--- src/ncds_pkg.sv ---
package ncds_pkg;
  localparam int TW = 48;
  localparam int DW = 24;

  localparam int DIES_PER_CHANNEL = 8;
  localparam int QUEUE_DEPTH = 256;

  localparam logic [1:0] K_READ  = 2'd0;
  localparam logic [1:0] K_WRITE = 2'd1;
  localparam logic [1:0] K_ERASE = 2'd2;

  localparam logic [1:0] CH_IDLE = 2'd0;
  localparam logic [1:0] CH_CMD  = 2'd1;
  localparam logic [1:0] CH_DATA = 2'd2;

  localparam logic [2:0] D_IDLE       = 3'd0;
  localparam logic [2:0] D_CMD        = 3'd1;
  localparam logic [2:0] D_READ_WAIT  = 3'd2;
  localparam logic [2:0] D_READ_DATA  = 3'd3;
  localparam logic [2:0] D_WRITE_DATA = 3'd4;
  localparam logic [2:0] D_WRITE_WAIT = 3'd5;
  localparam logic [2:0] D_ERASE_WAIT = 3'd6;

  localparam logic [2:0] CFG_CMD   = 3'd0;
  localparam logic [2:0] CFG_XFER  = 3'd1;
  localparam logic [2:0] CFG_READ  = 3'd2;
  localparam logic [2:0] CFG_PROG  = 3'd3;
  localparam logic [2:0] CFG_ERASE = 3'd4;

  localparam logic [DW-1:0] RST_CMD   = 24'd1700;
  localparam logic [DW-1:0] RST_XFER  = 24'd1956;
  localparam logic [DW-1:0] RST_READ  = 24'd40000;
  localparam logic [DW-1:0] RST_PROG  = 24'd800000;
  localparam logic [DW-1:0] RST_ERASE = 24'd3000000;

  typedef struct packed {
    logic [8:0] tag;
    logic [2:0] die;
    logic [1:0] kind;
    logic       status;
  } done_t;

  function automatic logic [TW-1:0] later(input logic [TW-1:0] t, input logic [DW-1:0] d);
    logic [TW:0] s;
    s = {1'b0, t} + {{(TW+1-DW){1'b0}}, d};
    return s[TW] ? {TW{1'b1}} : s[TW-1:0];
  endfunction
endpackage

--- src/ncds_out_fifo.sv ---
module ncds_out_fifo import ncds_pkg::*; #(
  parameter int DEPTH = 16
) (
  input  logic  clk,
  input  logic  rst_n,
  input  logic  push,
  input  done_t push_data,
  input  logic  push_last,
  output logic  empty,
  output logic  valid,
  input  logic  ready,
  output done_t data,
  output logic  last
);
  localparam int AW = $clog2(DEPTH);
  done_t      mem_d [0:DEPTH-1];
  logic       mem_l [0:DEPTH-1];
  logic [AW-1:0] wp_r, rp_r;
  logic [AW:0]   cnt_r;
  logic pop;
  assign valid = cnt_r != '0;
  assign empty = !valid;
  assign pop = valid && ready;
  assign data = mem_d[rp_r];
  assign last = mem_l[rp_r];
  always_ff @(posedge clk) begin
    if (push) begin
      mem_d[wp_r] <= push_data;
      mem_l[wp_r] <= push_last;
    end
    if (!rst_n) begin
      wp_r <= '0;
      rp_r <= '0;
      cnt_r <= '0;
    end else begin
      if (push) wp_r <= wp_r + 1'b1;
      if (pop) rp_r <= rp_r + 1'b1;
      cnt_r <= cnt_r + (AW+1)'(push) - (AW+1)'(pop);
    end
  end
endmodule

--- config.mk ---
export PLATFORM = sky130hd
export DESIGN_NAME = ncds_out_fifo
export DESIGN_NICKNAME = d
export VERILOG_FILES = /design/src/ncds_pkg.sv /design/src/ncds_out_fifo.sv
export SDC_FILE = /design/constraint.sdc
export NUM_CORES = 1
export LEC_CHECK = 0
export BUFFER_PORTS_ARGS = -buffer_cell sky130_fd_sc_hd__buf_2
export CORE_ASPECT_RATIO = 0.75
export CORE_UTILIZATION = 40
export DETAILED_ROUTE_END_ITERATION = 10
export SETUP_SLACK_MARGIN = 0.02
export SLEW_MARGIN = 20
export SYNTH_ARGS = -nofsm -noshare
export SYNTH_HDL_FRONTEND = slang
export SYNTH_SLANG_ARGS = --single-unit
export TNS_END_PERCENT = 5
--- constraint.sdc ---
create_clock -name clk -period 2.6 [get_ports clk]
set_input_delay 0.52 -clock clk [delete_from_list [all_inputs] [get_ports clk]]
set_output_delay 0.52 -clock clk [all_outputs]
set_load 0.1 [all_outputs]
# Word-level counts from Yosys, hierarchy flattened
# Memories as Yosys holds them, arrays and structs flattened. A register that Yosys moved wholly into a read port is not among the register bits.
# Cells that the tools add are included.
# Widths: inputs -> output; s select.
[totals]
regBits = 13
ramBits = 256
inputBits = 20
out_inout_bits = 18
elab_cells = 18
mem_count = 2
[mem_list]
columns = ["name", "words", "word_bits", "read_ports", "rd_clocked_by_memory_dff", "write_ports", "line_no", "text"]
rows = [
  ["mem_d", 16, 15, 1, 1, 1, "ncds_out_fifo.sv:16", "done_t mem_d [0:DEPTH-1];"],
  ["mem_l", 16, 1, 1, 1, 1, "ncds_out_fifo.sv:17", "logic mem_l [0:DEPTH-1];"],
]
[op_classes]
n_addsub = 4
mux = 6
reduce_logical = 3
[ops]
columns = ["cell", "count"]
rows = [
  ["$mux 4", 4],
  ["$add 4x1->4 const B", 2],
  ["$add 5x1->5", 1],
  ["$reduce_bool 5->1", 1],
  ["$sub 5x1->5", 1],
  ["$mux 1", 2],
  ["$logic_and 1x1->1", 1],
  ["$logic_not 1->1", 1],
]

# Longest topological paths before layout
# Gate-level depths: netlist of the first run.
[logic_depth]
ltp_word = 4
ltp_mapped = 14

# Least setup slack after synthesis of the first run
# Ideal clock, no wire load.
[synth_path]
kind = "reg-to-reg"
from = "register cnt_r[3]"
to = "register cnt_r[4]"
setup_ps = 116
t_arrival_ps = 3016
path_slack_ps = -531
path_stages_with_launch = 15
period_less_slack_ps = 3131
cell_sequence = "dfxtp_1 > inv_1 > ha_1 > or4b_1 > buf_2 > nand2_2 > inv_1 > ha_1 > inv_1 > ha_1 > fa_1 > a21oi_1 > nor2_1 > or3_1 > and3_1"
[synth_between]
elab_chain_len = 3
elab_cells_between_ends = 4
classes_between = "add/sub (2); reduce/logical (2)"
[synth_lines]
columns = ["element", "line_no", "text"]
rows = [
  ["start: declaration", "ncds_out_fifo.sv:19", "logic [AW:0] cnt_r;"],
  ["start signal: assignment", "ncds_out_fifo.sv:38", "cnt_r <= cnt_r + (AW+1)'(push) - (AW+1)'(pop);"],
  ["$reduce_bool 5->1", "ncds_out_fifo.sv:21", "assign valid = cnt_r != '0;"],
  ["via valid", "ncds_out_fifo.sv:10", "output logic valid,"],
  ["$logic_and 1x1->1", "ncds_out_fifo.sv:23", "assign pop = valid && ready;"],
  ["$sub 5x1->5", "ncds_out_fifo.sv:38", ""],
]
# The timed path passes the listed nets, and every way through them passes these cells.
# A chain may end at the register's enable or synchronous reset.

==> results of run 1 <==
## final cells by class
| class | instances | share of cell area [%] |
|---|---|---|
| multi-input combinational | 188 | 20.0 |
| tap | 344 | 3.36 |
| inverter | 10 | 0.313 |
| clock buffer | 32 | 5.42 |
| sequential | 273 | 62.7 |
| timing repair buffer | 80 | 7.33 |
| antenna | 2 | 0.0391 |
| clock inverter | 12 | 0.821 |
## power by group
part	switching (mW)	internal [mW]	total, mW
logic	2.00	1.71	3.71
clock network	1.52	2.08	3.59
registers	0.0617	4.92	4.98
total	3.58	8.71	12.3
## per-stage QoR
stage / instances / worst slack, ps / total power [mW] / utilization [%]
after floorplan: 495 / -183 / 7.38 / -
after global placement: 886 / -42.9 / 8.28 / 44.8
after detailed placement: 886 / -105 / 8.34 / 44.8
after CTS: 938 / -226 / 12.2 / 48.9
after global routing: 939 / -309 / 12.8 / 49.4
final: 941 / -189 / 12.3 / 49.4
## Yosys cell counts (all sizes together)
cell type  count  area (µm²)
or3            1        6.26
clkbuf         6        28.8
mux2i          1        10.0
xnor2          6        52.6
and2          28         175
ha            11         138
mux4          64        1470
nor2b          3        18.8
nand4          1        6.26
fa             1        20.0
dfxtp         17         340
nor2           3        11.3
or4b           1        10.0
a21oi          2        10.0
and3           3        18.8
and3b          1        8.76
xor2           3        26.3
o21ai          1        5.00
a21o           1        7.51
nor3b          1        7.51
inv           10        37.5
buf           18         120
nand3          3        15.0
edfxtp       256        7690
a21boi         1        7.51
a22oi         32         240
nand2         20        77.6
## cells by family after synthesis
family / Yosys count
flops: 273
fa+ha+maj: 12
xor+xnor: 9
mux: 65
compound gates: 37
buf+inv: 34
simple gates: 65
## how the worst max path moves through the flow
stage                         from       end  slack [ps]
after global placement    cnt_r[2]  cnt_r[4]         -40
after CTS                 register   data[1]        -230
after floorplan           cnt_r[3]  cnt_r[4]        -180
after detailed placement  cnt_r[2]  cnt_r[4]        -100
after global routing      register   data[4]        -310
final                     register   data[4]        -190
## worst max-delay path: stages, from the launching register on
cell	delay, ps
dfxtp_4	370
buf_12	150
buf_16	150
mux4_1	580
a22oi_2	220
nand2_2	100
buf_12	180
## what timing repair did
| action | CTS | global route |
|---|---|---|
| gates cloned | 3 | 0 |
| gates resized for setup | 26 | 39 |
| setup endpoints to repair | 18 | 19 |
| hold buffers | 0 | 0 |
| setup buffers | 5 | 1 |
| pin swaps | 17 | 17 |
## metal layers
| layer | vias to the layer above | part of all wire, % |
|---|---|---|
| met4 | 0 | 1.8 |
| met2 | 136 | 51 |
| met5 | - | 0 |
| li1 | 2201 | - |
| met3 | 31 | 5.4 |
| met1 | 2717 | 42 |
## state kept, by name, indices dropped and copies added, names as in the netlist, named ones only
name   cells
wp_r       4
cnt_r      5
rp_r       4
mem_d    240
mem_l     16
==> out/results.tsv, run 1 <==
metric	value	unit
gr-usage-all-layers	17.0	%
finClkSkew	7.37	ps
maxCapViolCount	0	
final.min_clock_period	2790	ps
synth_xor_area_share	0.747	%
status	finished with violations	
place_congestion	0.696	
rows	51	
hold_depth	3	
seqCellArea	8040	µm²
overflow	0	
clock_latency	510	ps
cts_root_buf	clkbuf_16	
dpl_cell_area	11600	µm²
route.antenna.remaining_nets	0	
critPathKind	reg -> out	
initial_core_util	40.8	%
grt_pass1_vias	5364	
layout_worst_path_cycle_share	107	%
clk_path_buf_depth	3	
grtUsageMet3	3.02	%
postLayoutCellArea	12800	µm²
fillers	2094	
yosys.area_share.simple	3.37	%
vias_per_cell	5.40	
hold_path_class	in -> reg	
final_max_slew_viol_count	0	
power_density	960	nW/µm²
clk_pin_slew	60	ps
peakVddDrop	0.694	mV
arrival	2270	ps
rr_startpoint	cnt_r[3]	
grt_start_max_net_pins	33	
io_buffers	37	
die_w	190	µm
core	25900	µm²
min_from	ready	
worstMarginPinSlew	490	ps
met2_usage	29.4	%
busiest_layer	met2	
end_kind	primary output	
rr_worst_depth	13	
dr.pass1.iters	5	
syn-cell-area	10600	µm²
avgSynthCellArea	21.3	µm²
drive_above_1_share	38.8	%
hold_viol	0	
slew_headroom	67.6	%
nets	612	
multi_input_area	2560	µm²
ys_types	34	
muxShareOfSynthArea	14.0	%
cp.required	2080	ps
cts_tree	built	
leakage	4.15	nW
dr.first_iter.drc_count	362	
die-height	143	µm
grt_use_met1	22.3	%
synthAdderAreaFrac	1.49	%
whs	369	ps
max_freq	359	MHz
violations	setup timing	
rsz0062_at_grt	true	
routed_wl	22.4	mm
critPathMaxFanout	7	
wl_per_cell	23.8	µm
final_common_cell	edfxtp_1	
synth_top_family_by_area	multiplexers	
setup_ws	-189	ps
r2r_end	cnt_r[4]	
cts_num_sinks	273	
syn-num-nets	527	
seq_area_frac_synth	76.0	%
ys.warnings.count	0	
setup_violations	17	
r2r_slack	-160	ps
finalSetupTns	-2220	ps
synth-compound-area-share	2.56	%
synth_cells	495	
cp-start-kind	register	
area_growth	21.3	%
vias	5085	
io_pins	38	
drt_drc_violations_left	0	
cts_buffers	27	
hpwl	12.0	mm
htree_levels	1	
ys_ff_latch	273	
antenna_found_initial	2	
grt_pass1_wl	33.1	mm
final_cell_mix	edfxtp_1, mux4_2, buf_4	
die-area	27100	µm²
Power figures use the tool's default switching activity.
==> inputs of run 2 (changes only) <==
--- a/config.mk
+++ b/config.mk
@@ -9,6 +9,7 @@
 export CORE_ASPECT_RATIO = 0.75
 export CORE_UTILIZATION = 40
 export DETAILED_ROUTE_END_ITERATION = 10
+export RECOVER_POWER = 50
 export SETUP_SLACK_MARGIN = 0.02
 export SLEW_MARGIN = 20
 export SYNTH_ARGS = -nofsm -noshare
==> run 2 against run 1 <==
Effect of this change:
- the run still ends with setup timing left
- flip-flop and latch count unchanged
- clock skew hardly changed
- worst setup slack is essentially flat
- sequential power about the same
- cell count unchanged
- die area is the same
- global-route usage did not move
- worst hold slack improved by 0.77 ps
- largest cell class unchanged
- largest power group unchanged
==> out/results.tsv, run 2 (synthesized netlist as in run 1, its figures left out) <==
metric	value	unit
status	finished with violations	
violations	setup timing	
largest_reg_flops	240	
vias	5060	
place_congestion	0.696	
arrival	2270	ps
dr.pass1.iters	4	
io_buffers	37	
rows	51	
vias_per_cell	5.38	
clk_path_buf_depth	3	
cts_hold_buf	0	
slew_headroom	9.10	%
critPathKind	reg -> out	
critPathMaxFanout	7	
max_freq	359	MHz
antenna_found_initial	2	
min_from	ready	
final_cell_mix	edfxtp_1, mux4_2, a22oi_2, buf_4, clkbuf_16	
clock_latency	520	ps
hold_depth	3	
rr_worst_depth	13	
setup_ws	-189	ps
finalSetupTns	-2220	ps
r2r_end	cnt_r[4]	
die-area	27100	µm²
routed_wl	22.4	mm
end_kind	primary output	
final_common_cell	edfxtp_1	
die_w	190	µm
final.min_clock_period	2790	ps
peakVddDrop	0.692	mV
leakage	4.10	nW
layout_worst_path_cycle_share	107	%
hold_path_class	in -> reg	
cp.required	2080	ps
cp-start-kind	register	
io_pins	38	
cts_buffers	27	
drt_drc_violations_left	0	
worstMarginPinSlew	1360	ps
reg_top3	mem_d: 240 flops, mem_l: 16 flops, cnt_r: 5 flops	
cts_num_sinks	273	
final_util	49.3	%
die-height	143	µm
finClkSkew	7.67	ps
overflow	0	
largest_register	mem_d	
drive_above_1_share	36.0	%
area_growth	21.1	%
cts_tree	built	
grt_start_max_net_pins	33	
core	25900	µm²
fillers	2098	
htree_levels	1	
gr-usage-all-layers	17.0	%
hold_viol	0	
wl_per_cell	23.8	µm
final_max_slew_viol_count	0	
rsz0062_at_grt	true	
maxCapViolCount	0	
r2r_slack	-160	ps
initial_core_util	40.8	%
grt_pass1_wl	33.1	mm
hpwl	12.0	mm
power_density	961	nW/µm²
dr.first_iter.drc_count	373	
cts_root_buf	clkbuf_16	
setup_violations	17	
route.antenna.remaining_nets	0	
clk_pin_slew	60	ps
rr_startpoint	cnt_r[3]	
grt_pass1_vias	5364	
nets	612	
## run 2: routing by layer
metal  up-vias  GRT usage, %  routed length (µm)
li1       2200             -                   -
met1      2689          22.3                9390
met2       137          29.4               11400
met3        34          3.02                1230
met4         0          3.86                 439
met5         -             0                   0
## run 2: metrics by stage
stage	power (mW)	area [µm²]	hold WS [ps]	cells	worst slack (ps)
2_1_floorplan	7.38	10600	475	495	-183
3_3_place_gp	8.28	11600	492	886	-42.9
3_5_place_dp	8.34	11600	513	886	-105
4_1_cts	12.2	12700	342	938	-226
5_1_grt	12.8	12800	368	939	-309
6_report	12.3	12800	370	941	-189
## run 2: what timing repair did
| item | in CTS | in global routing |
|---|---|---|
| endpoints found under the setup margin | 18 | 19 |
| resized for setup | 26 | 39 |
| cloned | 3 | 0 |
| setup buffers | 5 | 1 |
| pin swaps | 17 | 17 |
## run 2: how the worst max path moves through the flow
stage               endpoint  startpoint  slack, ps
finish               data[4]    register       -190
global route         data[4]    register       -310
CTS                  data[1]    register       -230
detailed placement  cnt_r[4]    cnt_r[2]       -100
global placement    cnt_r[4]    cnt_r[2]        -40
floorplan           cnt_r[4]    cnt_r[3]       -180
## run 2: final cells by class
cell class	instances	area (µm²)	share of cell area (%)
Tap cell	344	430	3.37
Antenna cell	2	5.00	0.0392
Multi-Input combinational cell	188	2560	20.0
Timing Repair Buffer	80	915	7.15
Clock inverter	12	105	0.822
Clock buffer	32	694	5.43
Sequential cell	273	8040	62.9
Inverter	10	40.0	0.313
## run 2: worst max-delay path, stage by stage (launching register included)
cell,delay (ps)
dfxtp_4,370
buf_12,150
buf_16,150
mux4_1,580
a22oi_2,220
nand2_2,100
buf_12,180
## run 2: report_power, final
group | internal [mW] | switching, mW
Combinational | 1.71 | 2.00
Sequential | 4.92 | 0.0618
Clock | 2.08 | 1.52
==> inputs of run 3 (changes only) <==
--- a/config.mk
+++ b/config.mk
@@ -5,6 +5,7 @@
 export SDC_FILE = /design/constraint.sdc
 export NUM_CORES = 1
 export LEC_CHECK = 0
+export ABC_AREA = 1
 export BUFFER_PORTS_ARGS = -buffer_cell sky130_fd_sc_hd__buf_2
 export CORE_ASPECT_RATIO = 0.75
 export CORE_UTILIZATION = 40
==> constraint.sdc (replaced) <==
create_clock -name clk -period 3.36 [get_ports clk]
set_input_delay 0.672 -clock clk [delete_from_list [all_inputs] [get_ports clk]]
set_output_delay 0.672 -clock clk [all_outputs]
set_load 0.1 [all_outputs]
==> run 3 against run 2 <==
Effect of this change:
- sequential share of layout area is 4.2 points lower
- cell count is 71% higher
- clock power is 9.7% lower
- design area is 7.1% higher
- combinational power is 25% lower
- critical path depth is 3 higher
- area after synthesis is 13% higher
- worst setup slack better by 470 ps
- wire length is 20% higher
- non-clock buffer count is 17 lower
- die area is 12% higher
- the flow now finishes without violations
==> out/results.tsv, run 3 <==
metric	value	unit
cts_root_buf	clkbuf_16	
cts_hold_buf	0	
maxCapViolCount	0	
place_congestion	0.755	
route.antenna.remaining_nets	0	
status	complete, no violations	
clk_path_buf_depth	3	
nets	1228	
yosys-top-cells-count	nand2_1, edfxtp_1, inv_1	
vias_per_cell	4.75	
setup_violations	0	
reg_top3	mem_d: 240 flops, mem_l: 16 flops, cnt_r: 5 flops	
final.min_clock_period	3080	ps
final_max_slew_viol_count	0	
netlist.top_cell.by_area	edfxtp_1	
syn-num-nets	1188	
io_buffers	37	
clock_latency	560	ps
hpwl	15.2	mm
core	29100	µm²
cp-start-kind	register	
rr_startpoint	cnt_r[2]	
io_pins	38	
synth-edff-count	256	
hold_path_class	in -> reg	
grt_pass1_vias	7256	
final_common_cell	nand2_1	
die-height	151	µm
ys_types	21	
clk_pin_slew	60	ps
rsz0062_at_grt	false	
power_density	721	nW/µm²
critPathMaxFanout	49	
area_growth	15.2	%
cp.required	2690	ps
drt_drc_violations_left	0	
peakVddDrop	0.592	mV
hold_viol	0	
leakage	5.81	nW
postLayoutCellArea	13700	µm²
slew_headroom	8.80	%
critPathKind	reg -> out	
syn-cell-area	11900	µm²
rows	54	
vias	7643	
whs_endpoint	cnt_r[0]	
arrival	2410	ps
synth.most_common_cell	nand2_1	
synth_cells	1156	
rr_worst_depth	15	
synthTopCellsByArea	edfxtp_1, nand2_1, nand3_1	
avgSynthCellArea	10.3	µm²
grt_pass1_wl	42.0	mm
dr.first_iter.drc_count	629	
wl_per_cell	16.7	µm
overflow	0	
drive_above_1_share	8.96	%
yosys.area.top_type_share	64.7	%
end_kind	primary output	
die_w	201	µm
worstMarginPinSlew	1370	ps
hold_depth	3	
synthArstFlopShare	0	%
final_cell_mix	nand2_1, edfxtp_1, inv_1	
initial_core_util	40.8	%
r2r_slack	800	ps
min_from	rst_n	
largest_reg_flops	240	
grt_start_max_net_pins	129	
antenna_found_initial	1	
finClkSkew	19.8	ps
ys_ff_latch	273	
ys.warnings.count	0	
max_freq	325	MHz
routed_wl	26.9	mm
cts_buffers	28	
die-area	30400	µm²
dpl_cell_area	12700	µm²
cts_tree	built	
dr.pass1.iters	5	
synthFlopType	edfxtp_1	
layout_worst_path_cycle_share	91.7	%
seq_area_frac_synth	67.6	%
cts_resized	0	
fillers	2642	
cts_num_sinks	273	
htree_levels	1	
postCtsSetupBuffers	0	
r2r_end	cnt_r[4]	
largest_register	mem_d	
gr-usage-all-layers	18.3	%
finalSetupTns	0	ps
==> run 3: cell count changes after synthesis, moves of 6 or more <==
cell     delta
nand2_1   +342
inv_1     +201
nand3_1   +191
mux4_2     -56
a22oi_1    -32
nor2_1     +31
and2_1     -28
buf_4      +15
mux4_1      -8
buf_2       +7
xnor2_1     -6
==> run 3: area by class of cell <==
class / count / area, µm² / share of cell area [%]
clock buffer: 40 / 871 / 6.36
inverter: 213 / 802 / 5.86
multi-input combinational: 617 / 2750 / 20.1
timing repair buffer: 63 / 634 / 4.63
clock inverter: 11 / 110 / 0.804
antenna: 1 / 2.50 / 0.0183
tap: 392 / 490 / 3.58
sequential: 273 / 8030 / 58.7
==> run 3: worst max path at each step <==
stage / cells after the start / slack, ps / to
after floorplan: 6 / 600 / empty
after global placement: 12 / 850 / cnt_r[4]
after detailed placement: 12 / 830 / cnt_r[4]
after CTS: 9 / 240 / data[8]
after global routing: 9 / 90 / data[8]
final: 9 / 280 / data[8]
==> run 3: critical path, stage by stage (launching register included) <==
cell	delay [ps]
dfxtp_4	360
inv_4	410
buf_12	300
nand2_1	90
nand2_1	60
nand2_1	50
nand3_1	90
nand3_1	90
nand2_1	160
buf_12	200
==> run 3: per-layer routing <==
layer	wire length, µm	vias to the layer above	global-route usage, %
met5	0	-	0
met4	583	0	5.00
met3	1580	44	2.95
met2	12300	212	29.8
met1	12500	3592	25.4
li1	-	3795	-
==> run 3: kinds of logic after synthesis <==
group / Yosys count / synth area share, %
compound gates: 11 / 0.505
xor+xnor: 3 / 0.221
fa+ha+maj: 12 / 1.33
buf+inv: 266 / 9.64
flops: 273 / 67.6
simple gates: 591 / 20.8
==> run 3: power by group <==
part           leakage, nW  switching, mW  internal [mW]
clock network        0.486           1.29           1.96
registers             2.45         0.0533           3.80
logic                 2.87           1.94          0.842
==> run 3: stage by stage <==
stage                     hold slack, ps  utilization (%)  instances  power (mW)  setup WS (ps)
after floorplan                      471                -       1156        5.92            603
after global placement               492             43.7       1558        6.71            845
after detailed placement             508             43.7       1558        6.73            831
after CTS                            424             47.1       1609        9.96            243
after global routing                 441             47.0       1610        10.3           93.5
final                                438             47.0       1610        9.88            280
